`src/rtl/wacc_pkg.sv`:
```
package wacc_pkg;

    // Fixed formats of the sample, the sums and the weights.
    localparam int SMP_W     = 16;
    localparam int SUM_W     = 48;
    localparam int TW_W      = 40;
    localparam int FRAC_BITS = 8;
    localparam int NCOMP     = 6;
    localparam int NPRI      = 4;
    localparam int IDX_W     = 3;

    // Mean fraction w is unsigned Q1.16 held in 17 bits.
    localparam int Q_W       = 17;
    localparam int DIV_STEPS = Q_W;
    localparam int CNT_W     = 5;

    // Shared multiplier operands and product.
    localparam int MUL_W  = 18;
    localparam int PROD_W = 2 * MUL_W;

    localparam logic [SMP_W-1:0] SAMPLE_WEIGHT_RST = 16'd256;

    localparam logic signed [MUL_W-1:0]  UNIT_WEIGHT = MUL_W'(1 << FRAC_BITS);
    localparam logic signed [PROD_W-1:0] ACC_HALF    = PROD_W'(1 << (FRAC_BITS - 1));
    localparam logic signed [PROD_W-1:0] MEAN_HALF   = PROD_W'(1 << (Q_W - 2));

    localparam logic signed [SUM_W-1:0] SUM_MAX = {1'b0, {(SUM_W-1){1'b1}}};
    localparam logic signed [SUM_W-1:0] SUM_MIN = {1'b1, {(SUM_W-1){1'b0}}};

    // Bank command codes.
    localparam logic [1:0] CMD_ACC_A = 2'd0;
    localparam logic [1:0] CMD_MEAN  = 2'd1;
    localparam logic [1:0] CMD_ACC_B = 2'd2;
    localparam logic [1:0] CMD_NONE  = 2'd3;

    typedef struct packed {
        logic        [1:0]       cmd;
        logic signed [SMP_W-1:0] in_x0;
        logic signed [SMP_W-1:0] in_x1;
        logic signed [SMP_W-1:0] in_x2;
        logic signed [SMP_W-1:0] in_x3;
        logic signed [SMP_W-1:0] in_y0;
        logic signed [SMP_W-1:0] in_y1;
    } item_t;

    typedef struct packed {
        logic        [1:0]       bank;
        logic signed [SUM_W-1:0] out_x0;
        logic signed [SUM_W-1:0] out_x1;
        logic signed [SUM_W-1:0] out_x2;
        logic signed [SUM_W-1:0] out_x3;
        logic signed [SUM_W-1:0] out_y0;
        logic signed [SUM_W-1:0] out_y1;
        logic        [TW_W-1:0]  total_weight;
    } result_t;

    // Commands from the controller to the datapath.
    typedef struct packed {
        logic             load;
        logic             div_step;
        logic             mul_issue;
        logic [IDX_W-1:0] idx;
        logic             wb;
        logic             finish;
        logic             out_load;
    } ctrl_cmd_t;

endpackage

```
`src/rtl/weighted_accumulator_and_running_mean.sv`:
```
// Weighted accumulator and running mean over three banks. Banks A and B
// add weight times the primary 4-vector and the raw secondary 2-vector to
// saturating 48-bit sums; the mean bank moves each component toward the
// sample by weight / (total + weight). One item is worked at a time: an
// accumulate item makes six passes through the one shared 18x18 multiplier
// and a writeback, a running-mean item first runs the bit-serial divider,
// and an unused command goes straight to the handoff, which waits until the
// output register is free or being read. The next item is accepted in the
// cycle after that handoff, even while the previous result still waits in
// the output register. Configuration writes are always taken.
module weighted_accumulator_and_running_mean
    import wacc_pkg::*;
(
    input  logic             clk,
    input  logic             rst_n,
    input  logic             cfg_valid,
    output logic             cfg_ready,
    input  logic [SMP_W-1:0] cfg_data,
    input  logic             item_valid,
    output logic             item_ready,
    input  item_t            item,
    output logic             result_valid,
    input  logic             result_ready,
    output result_t          result
);

    ctrl_cmd_t cmd;

    assign cfg_ready = 1'b1;

    // Sequencer.
    wacc_ctrl u_ctrl (
        .clk          (clk),
        .rst_n        (rst_n),
        .item_valid   (item_valid),
        .item_cmd     (item.cmd),
        .result_ready (result_ready),
        .item_ready   (item_ready),
        .result_valid (result_valid),
        .cmd          (cmd)
    );

    // Bank state, divider, multiplier and output register.
    wacc_dp u_dp (
        .clk       (clk),
        .rst_n     (rst_n),
        .cfg_valid (cfg_valid),
        .cfg_data  (cfg_data),
        .item      (item),
        .cmd       (cmd),
        .result    (result)
    );

endmodule

```
`src/rtl/wacc_div.sv`:
```
module wacc_div
    import wacc_pkg::*;
(
    input  logic             clk,
    input  logic             start,
    input  logic             step,
    input  logic [SMP_W-1:0] num,
    input  logic [TW_W:0]    den,
    output logic [Q_W-1:0]   quo
);

    // Restoring divider for (num << 16) / den, one quotient bit per step.
    // The quotient is known to fit in Q_W bits, so the partial remainder
    // starts with the numerator's top bits already loaded.
    logic [TW_W:0]    rem_reg;
    logic [TW_W:0]    rem_next;
    logic [Q_W-1:0]   bits_reg;
    logic [Q_W-1:0]   q_reg;
    logic [TW_W:0]    den_reg;
    logic [TW_W+1:0]  trial;
    logic [TW_W+1:0]  diff;
    logic             ge;

    always_comb
    begin
        trial    = {rem_reg, bits_reg[Q_W-1]};
        diff     = trial - {1'b0, den_reg};
        ge       = (trial >= {1'b0, den_reg});
        rem_next = ge ? diff[TW_W:0] : trial[TW_W:0];
    end

    always_ff @(posedge clk)
    begin
        if (start)
        begin
            rem_reg  <= (TW_W+1)'(num[SMP_W-1:1]);
            bits_reg <= {num[0], {(Q_W-1){1'b0}}};
            den_reg  <= den;
            q_reg    <= '0;
        end
        else if (step)
        begin
            rem_reg  <= rem_next;
            bits_reg <= {bits_reg[Q_W-2:0], 1'b0};
            q_reg    <= {q_reg[Q_W-2:0], ge};
        end
    end

    // A zero denominator leaves the means unchanged.
    assign quo = (den_reg == '0) ? '0 : q_reg;

endmodule

```
`src/rtl/wacc_dp.sv`:
```
module wacc_dp
    import wacc_pkg::*;
(
    input  logic             clk,
    input  logic             rst_n,
    input  logic             cfg_valid,
    input  logic [SMP_W-1:0] cfg_data,
    input  item_t            item,
    input  ctrl_cmd_t        cmd,
    output result_t          result
);

    logic [SMP_W-1:0]        weight_reg;
    logic [1:0]              bank_reg;
    logic signed [SMP_W-1:0] smp_reg  [0:NCOMP-1];
    logic signed [SUM_W-1:0] acc_reg  [0:1][0:NCOMP-1];
    logic signed [SMP_W-1:0] mean_reg [0:NCOMP-1];
    logic [TW_W-1:0]         wsum_reg [0:1];
    logic [TW_W-1:0]         mw_reg;

    logic signed [PROD_W-1:0] prod_reg;
    logic signed [SUM_W-1:0]  old_reg;
    logic [IDX_W-1:0]         idx_p_reg;
    logic signed [SUM_W-1:0]  work_reg [0:NCOMP-1];
    logic [TW_W-1:0]          work_tw_reg;
    result_t                  result_reg;

    logic                     is_mean;
    logic                     bsel;
    logic [TW_W:0]            den;
    logic [Q_W-1:0]           w_quo;
    logic signed [SMP_W-1:0]  x_cur;
    logic signed [SMP_W-1:0]  m_cur;
    logic signed [SMP_W:0]    diff;
    logic signed [MUL_W-1:0]  op_a;
    logic signed [MUL_W-1:0]  op_b;
    logic signed [PROD_W-1:0] prod;
    logic signed [SUM_W-1:0]  old_next;
    logic signed [PROD_W-1:0] acc_rnd;
    logic signed [PROD_W-1:0] mean_rnd;
    logic signed [SUM_W:0]    sum_ext;
    logic signed [SUM_W-1:0]  sat_val;
    logic signed [SMP_W-1:0]  mean_new;
    logic signed [SUM_W-1:0]  wb_val;
    logic [TW_W-1:0]          w_old;
    logic [TW_W:0]            w_sum;
    logic [TW_W-1:0]          w_new;

    assign is_mean = (bank_reg == CMD_MEAN);
    assign bsel    = bank_reg[1];
    assign den     = {1'b0, mw_reg} + (TW_W+1)'(weight_reg);

    // Mean fraction w = weight / (total + weight).
    wacc_div u_div (
        .clk   (clk),
        .start (cmd.load),
        .step  (cmd.div_step),
        .num   (weight_reg),
        .den   (den),
        .quo   (w_quo)
    );

    // Multiply stage: operand selection for the shared multiplier.
    always_comb
    begin
        x_cur = smp_reg[cmd.idx];
        m_cur = mean_reg[cmd.idx];
        diff  = x_cur - m_cur;
        if (is_mean)
        begin
            op_a     = diff;
            op_b     = {1'b0, w_quo};
            old_next = m_cur;
        end
        else
        begin
            op_a     = x_cur;
            op_b     = (cmd.idx < IDX_W'(NPRI)) ? {2'b00, weight_reg} : UNIT_WEIGHT;
            old_next = acc_reg[bsel][cmd.idx];
        end
        prod = op_a * op_b;
    end

    // Writeback stage: round, then add with saturation or move the mean.
    always_comb
    begin
        acc_rnd  = (prod_reg + ACC_HALF) >>> FRAC_BITS;
        sum_ext  = old_reg + acc_rnd;
        if (sum_ext[SUM_W] != sum_ext[SUM_W-1])
        begin
            sat_val = sum_ext[SUM_W] ? SUM_MIN : SUM_MAX;
        end
        else
        begin
            sat_val = sum_ext[SUM_W-1:0];
        end
        mean_rnd = (prod_reg + MEAN_HALF) >>> (Q_W - 1);
        mean_new = old_reg[SMP_W-1:0] + mean_rnd[SMP_W-1:0];
        wb_val   = is_mean ? mean_new : sat_val;
    end

    // Saturating weight total.
    always_comb
    begin
        w_old = is_mean ? mw_reg : wsum_reg[bsel];
        w_sum = {1'b0, w_old} + (TW_W+1)'(weight_reg);
        w_new = w_sum[TW_W] ? {TW_W{1'b1}} : w_sum[TW_W-1:0];
    end

    // Bank state and the weight register.
    always_ff @(posedge clk or negedge rst_n)
    begin
        if (!rst_n)
        begin
            weight_reg <= SAMPLE_WEIGHT_RST;
            mw_reg     <= '0;
            for (int b = 0; b < 2; b++)
            begin
                wsum_reg[b] <= '0;
                for (int i = 0; i < NCOMP; i++)
                begin
                    acc_reg[b][i] <= '0;
                end
            end
            for (int i = 0; i < NCOMP; i++)
            begin
                mean_reg[i] <= '0;
            end
        end
        else
        begin
            if (cfg_valid)
            begin
                weight_reg <= cfg_data;
            end
            if (cmd.wb)
            begin
                if (is_mean)
                begin
                    mean_reg[idx_p_reg] <= mean_new;
                end
                else
                begin
                    acc_reg[bsel][idx_p_reg] <= sat_val;
                end
            end
            if (cmd.finish)
            begin
                if (is_mean)
                begin
                    mw_reg <= w_new;
                end
                else
                begin
                    wsum_reg[bsel] <= w_new;
                end
            end
        end
    end

    // Captured sample, pipeline registers and the result being built.
    always_ff @(posedge clk)
    begin
        if (cmd.load)
        begin
            bank_reg    <= item.cmd;
            smp_reg[0]  <= item.in_x0;
            smp_reg[1]  <= item.in_x1;
            smp_reg[2]  <= item.in_x2;
            smp_reg[3]  <= item.in_x3;
            smp_reg[4]  <= item.in_y0;
            smp_reg[5]  <= item.in_y1;
            work_tw_reg <= '0;
            for (int i = 0; i < NCOMP; i++)
            begin
                work_reg[i] <= '0;
            end
        end
        else
        begin
            if (cmd.wb)
            begin
                work_reg[idx_p_reg] <= wb_val;
            end
            if (cmd.finish)
            begin
                work_tw_reg <= w_new;
            end
        end
        if (cmd.mul_issue)
        begin
            prod_reg  <= prod;
            old_reg   <= old_next;
            idx_p_reg <= cmd.idx;
        end
        if (cmd.out_load)
        begin
            result_reg.bank         <= bank_reg;
            result_reg.out_x0       <= work_reg[0];
            result_reg.out_x1       <= work_reg[1];
            result_reg.out_x2       <= work_reg[2];
            result_reg.out_x3       <= work_reg[3];
            result_reg.out_y0       <= work_reg[4];
            result_reg.out_y1       <= work_reg[5];
            result_reg.total_weight <= work_tw_reg;
        end
    end

    assign result = result_reg;

endmodule

```
`src/rtl/wacc_ctrl.sv`:
```
module wacc_ctrl
    import wacc_pkg::*;
(
    input  logic      clk,
    input  logic      rst_n,
    input  logic      item_valid,
    input  logic [1:0] item_cmd,
    input  logic      result_ready,
    output logic      item_ready,
    output logic      result_valid,
    output ctrl_cmd_t cmd
);

    localparam logic [2:0] S_IDLE = 3'd0;
    localparam logic [2:0] S_DIV  = 3'd1;
    localparam logic [2:0] S_MUL  = 3'd2;
    localparam logic [2:0] S_TAIL = 3'd3;
    localparam logic [2:0] S_DONE = 3'd4;

    logic [2:0]       state_reg;
    logic [2:0]       state_next;
    logic [CNT_W-1:0] cnt_reg;
    logic [CNT_W-1:0] cnt_next;
    logic             out_valid_reg;
    logic             out_valid_next;

    // Sequencer: divide (mean only), six multiplies and writeback (not for the unused command), handoff.
    always_comb
    begin
        state_next = state_reg;
        cnt_next   = cnt_reg;
        cmd        = '0;
        case (state_reg)
            S_IDLE:
            begin
                if (item_valid)
                begin
                    cmd.load = 1'b1;
                    cnt_next = '0;
                    if (item_cmd == CMD_MEAN)
                    begin
                        state_next = S_DIV;
                    end
                    else if (item_cmd == CMD_NONE)
                    begin
                        state_next = S_DONE;
                    end
                    else
                    begin
                        state_next = S_MUL;
                    end
                end
            end
            S_DIV:
            begin
                cmd.div_step = 1'b1;
                if (cnt_reg == CNT_W'(DIV_STEPS - 1))
                begin
                    cnt_next   = '0;
                    state_next = S_MUL;
                end
                else
                begin
                    cnt_next = cnt_reg + 1'b1;
                end
            end
            S_MUL:
            begin
                cmd.mul_issue = 1'b1;
                cmd.idx       = cnt_reg[IDX_W-1:0];
                cmd.wb        = (cnt_reg != '0);
                if (cnt_reg == CNT_W'(NCOMP - 1))
                begin
                    cnt_next   = '0;
                    state_next = S_TAIL;
                end
                else
                begin
                    cnt_next = cnt_reg + 1'b1;
                end
            end
            S_TAIL:
            begin
                cmd.wb     = 1'b1;
                cmd.finish = 1'b1;
                state_next = S_DONE;
            end
            S_DONE:
            begin
                if (!out_valid_reg || result_ready)
                begin
                    cmd.out_load = 1'b1;
                    state_next   = S_IDLE;
                end
            end
            default:
            begin
                state_next = S_IDLE;
            end
        endcase
    end

    // Output register occupancy.
    always_comb
    begin
        if (cmd.out_load)
        begin
            out_valid_next = 1'b1;
        end
        else if (result_ready)
        begin
            out_valid_next = 1'b0;
        end
        else
        begin
            out_valid_next = out_valid_reg;
        end
    end

    always_ff @(posedge clk or negedge rst_n)
    begin
        if (!rst_n)
        begin
            state_reg     <= S_IDLE;
            cnt_reg       <= '0;
            out_valid_reg <= 1'b0;
        end
        else
        begin
            state_reg     <= state_next;
            cnt_reg       <= cnt_next;
            out_valid_reg <= out_valid_next;
        end
    end

    assign item_ready   = (state_reg == S_IDLE);
    assign result_valid = out_valid_reg;

endmodule

```
`config.mk`:
```
export PLATFORM = sky130hd
export DESIGN_NAME = weighted_accumulator_and_running_mean
export DESIGN_NICKNAME = d
export VERILOG_FILES = /design/src/rtl/wacc_pkg.sv /design/src/rtl/weighted_accumulator_and_running_mean.sv /design/src/rtl/wacc_div.sv /design/src/rtl/wacc_dp.sv /design/src/rtl/wacc_ctrl.sv
export SDC_FILE = /design/constraint.sdc
export NUM_CORES = 2
export LEC_CHECK = 0
export BUFFER_PORTS_ARGS = -buffer_cell sky130_fd_sc_hd__clkbuf_2
export CELL_PAD_IN_SITES_DETAIL_PLACEMENT = 0
export CELL_PAD_IN_SITES_GLOBAL_PLACEMENT = 1
export CORE_MARGIN = 2
export CORE_UTILIZATION = 56
export CTS_BUF_LIST = sky130_fd_sc_hd__clkbuf_4 sky130_fd_sc_hd__clkbuf_8
export DETAILED_ROUTE_END_ITERATION = 12
export GPL_TIMING_DRIVEN = 0
export PLACE_DENSITY_LB_ADDON = 0.1
export SLEW_MARGIN = 20
export SYNTH_ARGS = -nofsm -noshare
export SYNTH_HDL_FRONTEND = slang
export SYNTH_HIERARCHICAL = 1
export SYNTH_SLANG_ARGS = --single-unit
```
`constraint.sdc`:
```
create_clock -name clk -period 21.4 [get_ports clk]
set_clock_uncertainty 0.05 [all_clocks]
set_input_delay 0 -clock clk [delete_from_list [all_inputs] [get_ports clk]]
set_output_delay 0 -clock clk [all_outputs]
set_load 0.05 [all_outputs]
```
==> metrics.md <==
| Metric | Value |
|---|---|
| Std cell rows | 146 |
| ANT nets after route | 0 |
| Wirelength per Cell | 25.1 um |
| Crit Path Max Fanout | 10 |
| First-pass GRT wire length | 419000 um |
| WHS Endpoint | u_dp/bank_reg[1] |
| Critical Path RT | 22.05 ns |
| Ports | 452 |
| Min-Delay Path Class | primary input to flip-flop |
| Max-slew violations | 0 |
| Hold WS | 0.127 ns |
| Adder-cell area share of the yosys netlist | 10.1% |
| Final TNS setup | 0 ns |
| Area growth syn-to-layout | 16.1% |
| Worst stage delay on the critical path | 0.99 ns |
| Initial Util | 56.3% |
| Worst path most repeated cell | fa_1 |
| Setup-failing EPs final | 0 |
| WHS Path Cells | 3 |
| Die X | 403 um |
| Cell Area, Synth | 0.0890 mm^2 |
| Number of buffers added on ports | 449 |
| Post-synth EDFFs | 853 |
| Vias in the first global route | 67000 |
| RSZ-0062 raised after global routing | no |
| Synth Area in XOR/XNOR | 2.52% |
| Max Clk Rate | 59.8 MHz |
| Mux cell area share after synthesis | 7.38% |
| Hold Crit Start | item_valid |
| Slew @ Worst Pin | 1.28 ns |
| FF-to-FF setup slack | 4.66 ns |
| Synth Area in Simple Gates | 11.1% |
| Fill cell instance count of the final layout | 12300 |
| Status | finished, final reports clean |
| Post-synth top cells | nand2_1 (1129), o21ai_0 (883), edfxtp_1 (853) |
| Synth top area share | 28.8% |
| Die Y | 403 um |
| Gpl congestion | 0.980 |
| Final nets | 9624 |
| Ys async rst share | 46.6% |
| Synth Area in Compound Gates | 11.0% |
| PostCTS Resize Cnt | 0 |
| Sequential element share of the synthesized area | 53.6% |
| Placed insts | 10500 |
| DR DRC count | 0 |
| CTS root buf | clkbuf_8 |
| Layout cells sized above 1 | 15.4% |
| R2R Path End | u_dp/prod_reg[33] |
| Crit Reg-Reg Startpoint | u_ctrl/state_reg[1] |
| Ys flop type | edfxtp_1 |
| Placed cell areas | 0.0946 mm^2 |
| Final cell count without fillers | 11300 |
| Largest family of logic cells by synthesized area | simple AND/OR/NAND/NOR gates |
| Die footprint | 0.162 mm^2 |
| Worst slew margin | 14.4% |
| Num Clock Sinks | 1753 |
| Worst path slowest cell | nor3_1 |
| Cells after Synth | 7926 |
| Synth area leaders | edfxtp_1 (29%), dfrtp_1 (23%), fa_1 (6.7%) |
| WP data arrival | 17.38 ns |
| Crit end category | flip-flop |
| Fin. Hold Viols | 0 |
| Core area | 0.158 mm^2 |
| Most common cell in the synthesized netlist | nand2_1 |
| Clk pin slew, worst setup/hold paths | 0.06 ns |
| Cell taking the most area after synthesis | edfxtp_1 |
| YS warnings | 6 |
| Deepest clock path buffer count | 4 |
| Worst-Skew Late Latency | 1.05 ns |
| GR Util All Layers | 34.7% |
| Mapped Nets | 8585 |
| Vias post-DR | 67300 |
| Library cells used by synthesis | 106 |
| Max-Cap Viols | 0 |
| Largest net degree at the start of global routing | 111 |
| Max reg flops | 576 |
| Initial antenna violation count | 9 |
| Post-DP HPWL | 207000 um |
| First-pass DRT Iterations | 6 |
| Tmin final | 16.74 ns |
| CTS tree | yes |
| Syn Area/Cell | 11.2 um^2 |
| Final instance area | 0.103 mm^2 |
| Seq cells post-synth | 1753 |
| CP Launch Type | flip-flop |
| Critical path class | flip-flop to flip-flop |
| Cts bufs inserted | 306 |
| Vias per std cell | 5.98 |
| H-tree depth | 5 |
| Detailed Route Iter0 Violations | 7504 |
| Routed Wire Length | 282000 um |
| Gr ovfl total | 0 |
| Reg2Reg Depth | 44 |
| Part of the cycle the worst path needs | 78.2% |
[cells in the final DEF (no fill, tap or decap), types with 20 or more instances in the layout]
master	synthesis	routed
mux2i_1	153	153
dlygate4sd3_1	0	252
inv_1	452	452
dfrtp_1	816	816
o21bai_1	24	24
xor2_1	89	89
o21a_1	30	30
a21o_1	64	64
nand2_1	1129	1129
clkbuf_1	385	379
nand2b_1	44	41
clkbuf_4	0	89
dfxtp_1	83	83
and3_1	32	32
clkinv_2	0	27
xnor2_1	167	166
buf_2	60	60
a21oi_1	307	307
mux4_2	176	176
o21ai_0	883	883
clkinv_1	2	35
fa_1	296	296
a31oi_1	28	26
nor4_1	23	23
and2_1	50	49
ha_1	244	244
mux2_2	93	93
clkbuf_2	2	457
clkbuf_8	0	347
nand3_1	79	79
o21ai_1	20	20
a211oi_1	65	65
nand4_1	39	39
buf_16	0	21
nor3_1	65	61
o22ai_1	39	39
edfxtp_1	853	853
nor2_1	720	719
nor2b_1	54	54
[routing by layer]
| metal | vias to the layer above | part of all wire [%] | global-route usage [%] |
|---|---|---|---|
| met5 | - | 0.0078 | 0 |
| met1 | 33600 | 41 | 49.1 |
| met4 | 4 | 3.9 | 13.2 |
| li1 | 29700 | - | - |
| met3 | 649 | 10 | 8.20 |
| met2 | 3388 | 45 | 52.6 |
[per-stage QoR]
| stage | util (%) | setup WS, ns |
|---|---|---|
| after global placement | 59.4 | 0.771 |
| final | 65.4 | 4.66 |
| after global routing | 65.4 | 4.18 |
| after detailed placement | 59.9 | 4.65 |
| after CTS | 65.4 | 4.55 |
| after floorplan | - | 7.45 |
[logic make-up (layout without fill, tap and decap cells)]
logic type	Yosys count	after routing
adders and majority gates	543	543
DFF	1753	1753
muxes	424	424
other	1	8
xor gates and xnor gates	256	256
buffers and inverters	939	2190
AOI/OAI and AO/OA	1681	1681
and+or+nand+nor	2329	2329
[worst max-delay path by stage]
stage	from	slack, ns	to	cells after the start
after floorplan	u_ctrl/state_reg[1]	7.45	u_dp/prod_reg[33]	43
after global placement	rst_n	0.77	u_dp/weight_reg[15]	1
after detailed placement	u_ctrl/state_reg[1]	4.65	u_dp/prod_reg[33]	44
after CTS	u_ctrl/state_reg[1]	4.55	u_dp/prod_reg[33]	44
after global routing	u_ctrl/state_reg[1]	4.18	u_dp/prod_reg[33]	44
final	u_ctrl/state_reg[1]	4.66	u_dp/prod_reg[33]	44
[worst max-delay path, delay by kind of cell (launching register included)]
kind            cells  cell delay [ns]
compound gates     16             5.21
buf+inv            11             4.29
fa+ha+maj           9             4.12
simple gates        6             1.87
flops               1             0.34
mux                 1             0.34
xor+xnor            1             0.16
[repair_timing]
item,4_1_cts,5_1_grt
endpoints found under the hold margin,689,0
hold buffers,253,0
buffers inserted,0,0
[layout make-up]
cell class	instances	area, um^2	share of cell area [%]
Buffer	483	2020	1.96
Timing Repair Buffer	731	5470	5.29
Sequential cell	1753	47700	46.2
Antenna cell	7	17.5	0.0170
Tap cell	2072	2590	2.51
Multi-Input combinational cell	5234	37600	36.4
Clock inverter	85	707	0.684
Clock buffer	435	5430	5.26
Inverter	456	1710	1.66
Power is not shown: default switching activity piles up to over one toggle a cycle in this logic, so the estimate is an artifact.
